**config.mk**
```make
export PLATFORM = sky130hd
export DESIGN_NAME = drti16_lane
export DESIGN_NICKNAME = d
export VERILOG_FILES = /design/src/sv/drti16_pkg.sv /design/src/sv/drti16_lane.sv
export SDC_FILE = /design/constraint.sdc
export NUM_CORES = 2
export LEC_CHECK = 0
export CAP_MARGIN = 15
export CORE_MARGIN = 2
export CORE_UTILIZATION = 41
export CTS_CLUSTER_SIZE = 40
export DETAILED_ROUTE_END_ITERATION = 10
export DONT_BUFFER_PORTS = 1
export HOLD_SLACK_MARGIN = 0.12
export PLACE_DENSITY = 0.67
export SYNTH_ARGS = -nofsm -noshare
export SYNTH_HDL_FRONTEND = slang
export SYNTH_SLANG_ARGS = --single-unit
```
**constraint.sdc**
```tcl
create_clock -name clk -period 15.06 [get_ports clk]
set_input_delay 3.012 -clock clk [delete_from_list [all_inputs] [get_ports clk]]
set_output_delay 3.012 -clock clk [all_outputs]
set_load 0.01 [all_outputs]
```
**src/sv/drti16_pkg.sv**
```systemverilog
// shared types, constants and table functions for the decimal rescale block
// no dependencies; imported by every module of the block
`default_nettype none

package drti16_pkg;

	localparam int LANES = 3;
	localparam int STEPS = 5;

	localparam int VAL_W = 32;
	localparam int RES_W = 16;
	localparam int SCL_W = 8;
	localparam int EXP_W = 3;
	localparam int CNT_W = 2;
	// reduced dividend after the 2^k shift, and the reciprocal multiplier
	localparam int RED_W = 31;
	localparam int MUL_W = 32;
	localparam int PRD_W = RED_W + MUL_W;
	localparam int SHF_W = 6;

	typedef logic [EXP_W-1:0] expo_t;

	// per-lane magnitude and sign handed to the merge stage
	typedef struct packed {
		logic [VAL_W-1:0] mag;
		logic             neg;
	} lane_info_t;

	localparam expo_t EXP_NONE = 3'd0;
	localparam expo_t EXP_E1   = 3'd1;
	localparam expo_t EXP_E2   = 3'd2;
	localparam expo_t EXP_E3   = 3'd3;
	localparam expo_t EXP_E4   = 3'd4;
	localparam expo_t EXP_E5   = 3'd5;

	// thresholds: above THR_x[j] the value needs 10^(5-j)
	localparam logic [VAL_W-1:0] THR_POS [STEPS] = '{
		32'd327674999, 32'd32767499, 32'd3276749, 32'd327674, 32'd32767
	};
	localparam logic [VAL_W-1:0] THR_NEG [STEPS] = '{
		32'd327684999, 32'd32768499, 32'd3276849, 32'd327684, 32'd32768
	};

	// half of 10^k, for round half away from zero
	function automatic logic [VAL_W-1:0] half_of(input expo_t k);
		logic [VAL_W-1:0] h;
		unique case (k)
			EXP_E1:  h = 32'd5;
			EXP_E2:  h = 32'd50;
			EXP_E3:  h = 32'd500;
			EXP_E4:  h = 32'd5000;
			EXP_E5:  h = 32'd50000;
			default: h = 32'd0;
		endcase
		return h;
	endfunction

	// ceil(2^s / 5^k), exact for a 31-bit dividend
	function automatic logic [MUL_W-1:0] magic_of(input expo_t k);
		logic [MUL_W-1:0] m;
		unique case (k)
			EXP_E1:  m = 32'd3435973837;
			EXP_E2:  m = 32'd2748779070;
			EXP_E3:  m = 32'd2199023256;
			EXP_E4:  m = 32'd3518437209;
			EXP_E5:  m = 32'd2814749768;
			default: m = 32'd0;
		endcase
		return m;
	endfunction

	function automatic logic [SHF_W-1:0] shift_of(input expo_t k);
		logic [SHF_W-1:0] s;
		unique case (k)
			EXP_E1:  s = 6'd34;
			EXP_E2:  s = 6'd36;
			EXP_E3:  s = 6'd38;
			EXP_E4:  s = 6'd41;
			EXP_E5:  s = 6'd43;
			default: s = 6'd0;
		endcase
		return s;
	endfunction

endpackage

`default_nettype wire

```
**src/sv/drti16_lane.sv**
```systemverilog
// one lane: magnitude, rounding offset, divide by 10^k through a shift and a
// reciprocal multiply, sign restore; uses drti16_pkg
`default_nettype none

module drti16_lane import drti16_pkg::*; (
	input  wire logic             clk,
	input  wire logic [VAL_W-1:0] raw_s1,
	input  wire logic             active_s1,
	output lane_info_t            info_s2,
	input  wire expo_t            k_s4,
	output logic      [RES_W-1:0] res_s7
);

	logic [VAL_W-1:0] abs_s1;
	logic [VAL_W-1:0] mag_s2, mag_s3, mag_s4;
	logic             neg_s2, neg_s3, neg_s4, neg_s5, neg_s6;
	logic [VAL_W:0]   x_s4;
	logic [RED_W-1:0] y_s5;
	logic [RES_W-1:0] byp_s5, byp_s6;
	expo_t            k_s5, k_s6;
	logic [PRD_W-1:0] prod_s6;
	logic [RES_W-1:0] q_s6;

	assign abs_s1 = raw_s1[VAL_W-1] ? (VAL_W'(0) - raw_s1) : raw_s1;

	always_ff @(posedge clk) begin
		mag_s2 <= active_s1 ? abs_s1 : '0;
		neg_s2 <= active_s1 & raw_s1[VAL_W-1];
		mag_s3 <= mag_s2;
		neg_s3 <= neg_s2;
		mag_s4 <= mag_s3;
		neg_s4 <= neg_s3;
	end

	assign info_s2.mag = mag_s2;
	assign info_s2.neg = neg_s2;

	// 10^k = 2^k * 5^k: shift first, then a 31-bit dividend for the multiply
	assign x_s4 = {1'b0, mag_s4} + {1'b0, half_of(k_s4)};

	always_ff @(posedge clk) begin
		y_s5    <= RED_W'(x_s4 >> k_s4);
		byp_s5  <= mag_s4[RES_W-1:0];
		neg_s5  <= neg_s4;
		k_s5    <= k_s4;
		prod_s6 <= PRD_W'(y_s5) * PRD_W'(magic_of(k_s5));
		byp_s6  <= byp_s5;
		neg_s6  <= neg_s5;
		k_s6    <= k_s5;
	end

	assign q_s6 = (k_s6 == EXP_NONE) ? byp_s6 : RES_W'(prod_s6 >> shift_of(k_s6));

	always_ff @(posedge clk) begin
		res_s7 <= neg_s6 ? (RES_W'(0) - q_s6) : q_s6;
	end

endmodule

`default_nettype wire

```
==> metrics.txt <==
Post-Route WL=142000 um; die extent in x=322 um; first-pass GRT wire length=210000 um; wire length on met2=63600 um; CP Capture Type=flip-flop; Final Net Count=5491; fin util=43.6%; CP arrival=10440 ps; DRC viols=0; Initial Utilization=41.4%; main combinational cell family by area after synthesis=adder cells; DP HPWL=121000 um; Buffers on Ports=0; Pre-antenna DRT Iters=6; R2R cell count=30; worst r2r src=k_s5[1]; highest routed layer=met5; Synth Area in Compound Gates=8.57%; Post-Synth XOR/XNOR Area=2.81%; H-tree Lvls=1; Crit path largest cell delay=740 ps; layout cell share with drive strength beyond 1=4.64%; kind of critical path=flip-flop to flip-flop; pin count of the biggest net entering global routing=58; vias in the first global route=33000; Post-DP Area=42700 sq um; GPL Wtd Cong=1.05; syn_nets=5607; Vias/cell=5.57; Design Area, Final=43700 sq um; CP required=15510 ps; Hold Crit Class=flip-flop to flip-flop; asr flop ratio synth=0%; Post-synth EDFFs=0; Post-Syn Area=41500 sq um; num rows=116; Netlist cell types=90; M1 WL=55200 um; Final min period=9990 ps; Hold Crit Depth=0; highest achievable clock rate=100 MHz; drt initial violations=3098; met3 wire len=14100 um; syn avg cell area=9.37 sq um; post-synthesis simple-gate area fraction=12.6%; routed length per placed instance=25.2 um; post-CTS setup buffers=0; Main synth FF type=dfxtp_1; clk slew on worst S/H paths=70 ps; GRT Util Overall=27.6%; Core Box Area=100000 sq um; Die Area=104000 sq um; Max Slew Vio Count=0; die height=322 um; setup TNS=0 ps; # setup viols final=0; # IOs=86; Yosys warnings=0; global route overflow=0; register area share after synthesis=11.9%; crit-path most repeated cell=fa_1; RSZ-0062 raised after global routing=no; Worst-Skew Late Latency=570 ps; R2R Setup Slk=5070 ps; Root Buffer=clkbuf_16; Final Hold Violating Endpoints=0; Clock Skews=16.5 ps; clock sinks=247; Layout area overhead=5.34%; worst hold endpoint=mag_s4[3]; remaining antenna violation count after routing=0; measured slew at the worst slew-check pin=1020 ps; #FFs+latches synth=247; clock buffer depth=3; CP max FO=32; worst hold margin=323 ps; reg2reg end=prod_s6[59]; fin crit share=66.3%; Synth Area in Adders=49.9%; slowest stage cell on the critical path=or2_2; CTS Hold Buffers Added=0; CTS tree=done; mux contribution to synthesized area=3.25%; Slew headroom=31.8%; vias after detailed routing=31400; Max-Cap Viols=0; HP Start=mag_s3[3]; Cells after Synth=4427; post_cts resized=0; initial antenna violation count=4; CTS buffer count=28; startpoint types=flip-flop; outcome=complete, no violations
per-stage QoR:
step           instances  worst slack (ps)
6_report            5631              5070
5_1_grt             5630              4710
4_1_cts             5629              4990
3_5_place_dp        5578              5040
3_3_place_gp        5577              5240
2_1_floorplan       4427              6540
layout by cell type (no fill, tap or decap), types with 32 or more instances in the layout:
cell     Yosys  routed
a21o_1      47      47
a21oi_1    107     105
and2_1     199     199
buf_4        2      37
dfxtp_1    247     247
fa_1       850     850
ha_1       293     292
inv_1     1018    1018
mux2_2      32      32
mux2i_1     58      58
nand2_1    439     438
nand3_1     41      41
nor2_1     142     139
nor3_1      42      41
o21ai_0    111     110
xnor2_1     96      96
xor2_1      37      37
layout make-up:
class,instances,area [sq um]
Fill cell,9754,56400
Multi-Input combinational cell,2972,32000
Sequential cell,247,4940
Inverter,1023,3840
Tap cell,1298,1620
Clock buffer,35,767
Timing Repair Buffer,39,308
Clock inverter,16,193
Antenna cell,1,2.50
synthesized netlist by cell type, drive strengths merged, types with 42 or more instances:
cell type  count  area (sq um)
a21oi        107           536
o21ai        112           561
clkbuf       159           597
nor3          42           210
mux2i         58           581
fa           850         17000
xnor2         96           841
nand3         42           215
inv         1019          3820
and2         199          1240
a21o          47           353
dfxtp        247          4940
ha           293          3670
nand2        439          1650
nor2         143           544
state kept, by name, indices dropped and copies added (netlist names):
name,count
neg_s3,1
neg_s5,1
mag_s3,32
byp_s6,16
mag_s4,32
y_s5,31
neg_s4,1
prod_s6,61
neg_s2,1
mag_s2,32
k_s6,3
byp_s5,16
res_s7,16
k_s5,3
neg_s6,1
worst max-delay path, delay by kind of cell (launching register included):
family | cells | cell delay (ps)
AO/OA/AOI/OAI | 5 | 1260
AND/OR/NAND/NOR | 6 | 1950
flip-flops | 1 | 430
adder cells (fa/ha/maj) | 10 | 4770
buffers and inverters | 8 | 1230
XOR/XNOR | 1 | 160
cell families (layout without fill, tap and decap cells):
group / count (synthesis) / count (layout)
buffers and inverters: 1208 / 1113
other: 0 / 1
AND/OR/NAND/NOR: 1065 / 1065
adder cells (fa/ha/maj): 1144 / 1144
XOR/XNOR: 133 / 133
multiplexers: 108 / 108
AO/OA/AOI/OAI: 522 / 522
flip-flops: 247 / 247
per-layer routing:
layer / up-vias / global-route usage [%]
met5: - / 0
met4: 2 / 14.9
met3: 377 / 6.23
met2: 1709 / 43.1
met1: 15800 / 35.7
li1: 13500 / -
how the worst max path moves through the flow:
stage,from,end,cells after the start
CTS,k_s5[1],prod_s6[59],29
finish,k_s5[1],prod_s6[59],30
detailed placement,k_s5[1],prod_s6[59],29
global placement,k_s5[1],prod_s6[59],29
floorplan,k_s5[1],prod_s6[54],29
global route,k_s5[1],prod_s6[59],30
Power is left out: the tool's default activity adds up to more than one toggle a clock period on the data nets, which glitch-free logic cannot reach.
