### config.mk
export PLATFORM = sky130hd
export DESIGN_NAME = drti16_merge
export DESIGN_NICKNAME = d
export VERILOG_FILES = /design/src/sv/drti16_pkg.sv /design/src/sv/drti16_merge.sv
export SDC_FILE = /design/constraint.sdc
export NUM_CORES = 1
export LEC_CHECK = 0
export BUFFER_PORTS_ARGS = -buffer_cell sky130_fd_sc_hd__buf_4
export CORE_MARGIN = 1.5
export CORE_UTILIZATION = 28
export CTS_CLUSTER_SIZE = 14
export DETAILED_ROUTE_END_ITERATION = 8
export REMOVE_ABC_BUFFERS = 1
export SETUP_SLACK_MARGIN = 0.3
export SYNTH_ARGS = -nofsm -noshare
export SYNTH_HDL_FRONTEND = slang
export SYNTH_SLANG_ARGS = --single-unit
### constraint.sdc
create_clock -name clk -period 7.4 [get_ports clk]
set_input_delay 0.74 -clock clk [delete_from_list [all_inputs] [get_ports clk]]
set_output_delay 0.74 -clock clk [all_outputs]
set_load 0.01 [all_outputs]
### src/sv/drti16_pkg.sv
// shared types, constants and table functions for the decimal rescale block
// no dependencies; imported by every module of the block
`default_nettype none

package drti16_pkg;

	localparam int LANES = 3;
	localparam int STEPS = 5;

	localparam int VAL_W = 32;
	localparam int RES_W = 16;
	localparam int SCL_W = 8;
	localparam int EXP_W = 3;
	localparam int CNT_W = 2;
	// reduced dividend after the 2^k shift, and the reciprocal multiplier
	localparam int RED_W = 31;
	localparam int MUL_W = 32;
	localparam int PRD_W = RED_W + MUL_W;
	localparam int SHF_W = 6;

	typedef logic [EXP_W-1:0] expo_t;

	// per-lane magnitude and sign handed to the merge stage
	typedef struct packed {
		logic [VAL_W-1:0] mag;
		logic             neg;
	} lane_info_t;

	localparam expo_t EXP_NONE = 3'd0;
	localparam expo_t EXP_E1   = 3'd1;
	localparam expo_t EXP_E2   = 3'd2;
	localparam expo_t EXP_E3   = 3'd3;
	localparam expo_t EXP_E4   = 3'd4;
	localparam expo_t EXP_E5   = 3'd5;

	// thresholds: above THR_x[j] the value needs 10^(5-j)
	localparam logic [VAL_W-1:0] THR_POS [STEPS] = '{
		32'd327674999, 32'd32767499, 32'd3276749, 32'd327674, 32'd32767
	};
	localparam logic [VAL_W-1:0] THR_NEG [STEPS] = '{
		32'd327684999, 32'd32768499, 32'd3276849, 32'd327684, 32'd32768
	};

	// half of 10^k, for round half away from zero
	function automatic logic [VAL_W-1:0] half_of(input expo_t k);
		logic [VAL_W-1:0] h;
		unique case (k)
			EXP_E1:  h = 32'd5;
			EXP_E2:  h = 32'd50;
			EXP_E3:  h = 32'd500;
			EXP_E4:  h = 32'd5000;
			EXP_E5:  h = 32'd50000;
			default: h = 32'd0;
		endcase
		return h;
	endfunction

	// ceil(2^s / 5^k), exact for a 31-bit dividend
	function automatic logic [MUL_W-1:0] magic_of(input expo_t k);
		logic [MUL_W-1:0] m;
		unique case (k)
			EXP_E1:  m = 32'd3435973837;
			EXP_E2:  m = 32'd2748779070;
			EXP_E3:  m = 32'd2199023256;
			EXP_E4:  m = 32'd3518437209;
			EXP_E5:  m = 32'd2814749768;
			default: m = 32'd0;
		endcase
		return m;
	endfunction

	function automatic logic [SHF_W-1:0] shift_of(input expo_t k);
		logic [SHF_W-1:0] s;
		unique case (k)
			EXP_E1:  s = 6'd34;
			EXP_E2:  s = 6'd36;
			EXP_E3:  s = 6'd38;
			EXP_E4:  s = 6'd41;
			EXP_E5:  s = 6'd43;
			default: s = 6'd0;
		endcase
		return s;
	endfunction

endpackage

`default_nettype wire

### src/sv/drti16_merge.sv
// merge stage: largest magnitude over the lanes, sign rule, threshold search
// giving the power of ten; uses drti16_pkg
`default_nettype none

module drti16_merge import drti16_pkg::*; (
	input  wire logic       clk,
	input  wire logic       exact_neg,
	input  wire lane_info_t info_s2 [LANES],
	output expo_t           k_s4
);

	logic [VAL_W-1:0] max_c;
	logic             pos_c;
	logic [VAL_W-1:0] max_s3;
	logic             pos_s3;
	logic             use_neg;
	logic [VAL_W-1:0] thr [STEPS];
	expo_t            k_c;

	always_comb begin
		max_c = '0;
		for (int i = 0; i < LANES; i++) begin
			if (info_s2[i].mag > max_c) begin
				max_c = info_s2[i].mag;
			end
		end
		// a positive lane at the maximum selects the positive table
		pos_c = 1'b0;
		for (int i = 0; i < LANES; i++) begin
			if (!info_s2[i].neg && info_s2[i].mag == max_c) begin
				pos_c = 1'b1;
			end
		end
	end

	always_ff @(posedge clk) begin
		max_s3 <= max_c;
		pos_s3 <= pos_c;
	end

	assign use_neg = exact_neg & ~pos_s3;

	always_comb begin
		for (int j = 0; j < STEPS; j++) begin
			thr[j] = use_neg ? THR_NEG[j] : THR_POS[j];
		end
		priority if (max_s3 > thr[0]) begin
			k_c = EXP_E5;
		end else if (max_s3 > thr[1]) begin
			k_c = EXP_E4;
		end else if (max_s3 > thr[2]) begin
			k_c = EXP_E3;
		end else if (max_s3 > thr[3]) begin
			k_c = EXP_E2;
		end else if (max_s3 > thr[4]) begin
			k_c = EXP_E1;
		end else begin
			k_c = EXP_NONE;
		end
	end

	always_ff @(posedge clk) begin
		k_s4 <= k_c;
	end

endmodule

`default_nettype wire

==> results.md <==
- The flow ran to the end, and the final reports show no timing, DRC or antenna violations.
- Setup repair after global routing left no endpoint under its margin.
- The final worst hold slack is 530.7 ps.
- Data on the critical path is required at its endpoint by 7610 ps.
- The sequential-to-total area share from yosys stat is 0.1248.
- For this run, the total global-route usage over all layers was measured as 0.2016.
- Traced cell by cell, the critical path runs through buf_4 -> inv_1 -> ha_1 -> nand4_2 -> nor4_2 -> a21boi_2 -> o31ai_2 -> a21oi_4 -> buf_4 -> mux2i_1 -> ha_1 -> nand4_1 -> or4_1 -> nand2b_1 -> a22oi_1 -> and2_2 -> buf_4 -> a31oi_1 -> a31o_2 -> a211oi_1 -> nand4_1 -> o211ai_2.
- The worst setup path is of the in -> reg kind.
- For this design, the CTS-stage hold fixing added 0 buffers.
- The share of total power in sequential cells is 0.237.
- The register-to-register setup slack is 3050 ps.
- In the layout the commonest cells are buf_4 (107), ha_1 (99), a21oi_1 (76).
- The number of maximum-capacitance constraint violations is 0.
- For the final routed database, the setup TNS stands at 0 ps.
- The region available for standard cell placement spans 0.02023 mm^2.
- Summed over all cells, the static leakage comes to 3.110 nW.
- From left edge to right edge, the die measures 146.6 um.
- The layout has 2,147 filler cells.
- Across all layers, the routed design uses 6,014 vias.
- Dividing the detail-routed wire length by the instance count gives 19.83 um.
- The post-route DRC violation count is 0.
- The wire length of the first global-routing pass is 33.35 mm.
- The final global-route overflow total is 0.
- In the routed layout, each cell is associated on average with a via count of 5.462.
- The total die area is 0.02150 mm^2.
- The power density over the cells is 166.8 mW/mm^2.
- The TritonCTS clock tree is yes.
- The distinct cell type count of the synthesized netlist is 68.
- For this configuration, the core starts out at a cell density of 0.2855.
- The number of port buffers is 103.
- The final-report hold violation count is 0.
- The clock tree root buffer cell is clkbuf_16.
- In this design, the critical path's most frequently occurring cell is buf_4.
- The buffer count from post-CTS setup fixing is 0.
- Clock latency on the worst-skew pair, taken at its later pin, is 280 ps.
- The switching component of the power is 0.5059 mW.
- The clock sink count is 36.
- The share of power burned in combinational logic is 0.561.
- The largest single stage delay on the critical path is 750 ps.
- The via count of the first global-routing pass came to 5,965.
- The library cell used most frequently in the layout, excluding fill and tap cells, is buf_4.
- The vertical die dimension is 146.6 um.
- The clock slew seen by the registers of the worst setup and hold paths is 60 ps.
- The finished cells cover 0.006984 mm^2.
- The synthesized area per cell is 7.892 um^2.
- The commonest register cell after synthesis is dfxtp_1.
- For the pin with the worst max-slew slack, the measured transition is 918.2 ps.
- The nature of the critical path endpoint is a flip-flop.
- For the worst setup path, the data arrival time is 6370 ps.
- The number of antenna violations at the first check in global routing was 0.
- Synthesis inferred 36 register bits.
- The pre-CTS worst setup slack is 1036 ps.
- The number of enable-type register cells in the synthesized netlist is 0.
- The detailed router finished its first iteration with 530 violations.
- The worst setup path is launched from an input pin.
- Once routing completed, OpenROAD measured the worst setup slack at 1239 ps.
- Dividing the final minimum period by the clock period gives 0.8326.
- The tightest min-delay check is of the reg -> reg type.
- The clock tree synthesis step divided the H-tree into 2 levels.
- In the final layout, the share of cells above drive strength 1 is 0.1637.
- The congestion estimate from routability-driven global placement came to 0.9747.
- The setup skew after layout is 3.690 ps.
- The number of nets in the final layout is 1,030.
- The cell with the biggest individual delay on the critical path is a21oi_4.
- The floorplan has 52 rows.
- The clock period could shrink to 6161 ps.
- Of the total power, the share spent switching nets is 0.4343.
- 104 I/O pins were placed.
- Compared with the post-synthesis result, the final layout area differs by 20.90%.
- The count of final max-slew check failures is 0.
- Clock tree synthesis inserted a total of 5 buffers.
- The Yosys step of the flow raised 0 warnings.
- No sink is reached through more buffers than the 2 on the longest clock path.
- In this run the cell area of the synthesized design comes to 0.005777 mm^2.
- The maximum vdd ir drop is 122.0 uV.
- The post-cts gate resize count is 0.
- The maximum clock frequency is 162.3 MHz.
- Summing all placed instances gives a cell area of 0.006817 mm^2.
- The internal power contribution is 0.6590 mW.
- The max-slew headroom at the worst pin is 0.3865.
- The highest net fanout along the worst path is 55.
- Detailed placement finished with a half-perimeter wire length of 18.41 mm.
- After synthesis, the share of flip-flops with an asynchronous set or reset is 0.
- The first detailed-routing pass ran for 5 iterations.
- 0 antenna diodes ended up in the layout.
- The maximum number of pins on one net before global-route repair is 56.
- The gate count after technology mapping is 732.
- The share of total power dissipated in the clock network is 0.202.
- Setup violations remaining at the end of the flow were counted as 0.
- In this run the remaining antenna-violating nets after routing total 0.
- The final layout contains routed wiring with a total length of 21.84 mm.
Yosys cell counts, drive strengths merged (4+ instances only):
| master | instances | share of area |
|---|---|---|
| a2111oi | 8 | 0.013 |
| a211oi | 7 | 0.0091 |
| a21o | 11 | 0.014 |
| a21oi | 77 | 0.069 |
| a221o | 5 | 0.0087 |
| a221oi | 4 | 0.0061 |
| a31oi | 4 | 0.0043 |
| buf | 12 | 0.015 |
| clkbuf | 4 | 0.0026 |
| dfxtp | 36 | 0.12 |
| ha | 99 | 0.21 |
| inv | 51 | 0.033 |
| mux2i | 30 | 0.056 |
| nand2 | 44 | 0.029 |
| nand2b | 4 | 0.0043 |
| nand3 | 14 | 0.012 |
| nand4 | 28 | 0.034 |
| nor2 | 46 | 0.030 |
| nor2b | 5 | 0.0054 |
| nor3 | 16 | 0.014 |
| nor4 | 26 | 0.032 |
| o211ai | 4 | 0.0061 |
| o21a | 6 | 0.0078 |
| o21ai | 36 | 0.031 |
| o21bai | 4 | 0.0052 |
| o221ai | 4 | 0.0061 |
| o22ai | 13 | 0.014 |
| o2bb2ai | 4 | 0.0061 |
| or4 | 4 | 0.0052 |
| xnor2 | 32 | 0.049 |
| xor2 | 57 | 0.086 |
sequential cells by signal, summed over array words and instances, names as in the netlist:
| signal | flops |
|---|---|
| k_s4 | 3 |
| pos_s3 | 1 |
| max_s3 | 32 |
final timing paths:
path,end,cells after the start,from
worst min-delay path,k_s4[2],2,max_s3[24]
worst max register to register,k_s4[0],13,pos_s3
worst min register to register,k_s4[2],2,max_s3[24]
worst max-delay path,pos_s3,22,info_s2[80]
power by group through the flow:
stage / logic (mW) / registers [mW] / clock network (mW)
after floorplan: 0.415 / 0.265 / 0
after global placement: 0.640 / 0.280 / 0
after detailed placement: 0.642 / 0.279 / 0
after CTS: 0.646 / 0.275 / 0.240
after global routing: 0.724 / 0.280 / 0.249
final: 0.654 / 0.276 / 0.236
routing by layer:
layer	share of wire	GRT usage
met5	0	0
met4	0.049	0.09394
met3	0.057	0.02344
met2	0.46	0.3373
met1	0.43	0.2578
stage by stage:
step	instances	utilization	power, mW
2_1_floorplan	716	-	0.6798
3_3_place_gp	1093	0.3369	0.9197
3_5_place_dp	1093	0.3369	0.9211
4_1_cts	1101	0.3452	1.162
5_1_grt	1101	0.3452	1.254
6_report	1101	0.3452	1.165
final cells by class:
class | count | area [um^2] | area share
clock buffer | 5 | 125.1 | 0.01791
clock inverter | 3 | 42.54 | 0.006091
inverter | 51 | 191.4 | 0.02741
multi-input combinational | 629 | 4763 | 0.6820
sequential | 36 | 720.7 | 0.1032
tap | 270 | 337.8 | 0.04837
timing repair buffer | 107 | 803.3 | 0.1150
cell families after synthesis:
family | count (synthesis) | synth area share
compound gates | 207 | 0.2333
simple gates | 204 | 0.1858
fa+ha+maj | 99 | 0.2144
xor+xnor | 89 | 0.1349
buf+inv | 67 | 0.05090
flops | 36 | 0.1248
mux | 30 | 0.05588
worst max-delay path: cells and delay by family:
kind	cells	cell delay (ps)
AO/OA/AOI/OAI	8	1910
adder cells (fa/ha/maj)	2	530
buffers and inverters	4	1000
multiplexers	1	440
AND/OR/NAND/NOR	7	1670
Power figures use the tool's default switching activity.
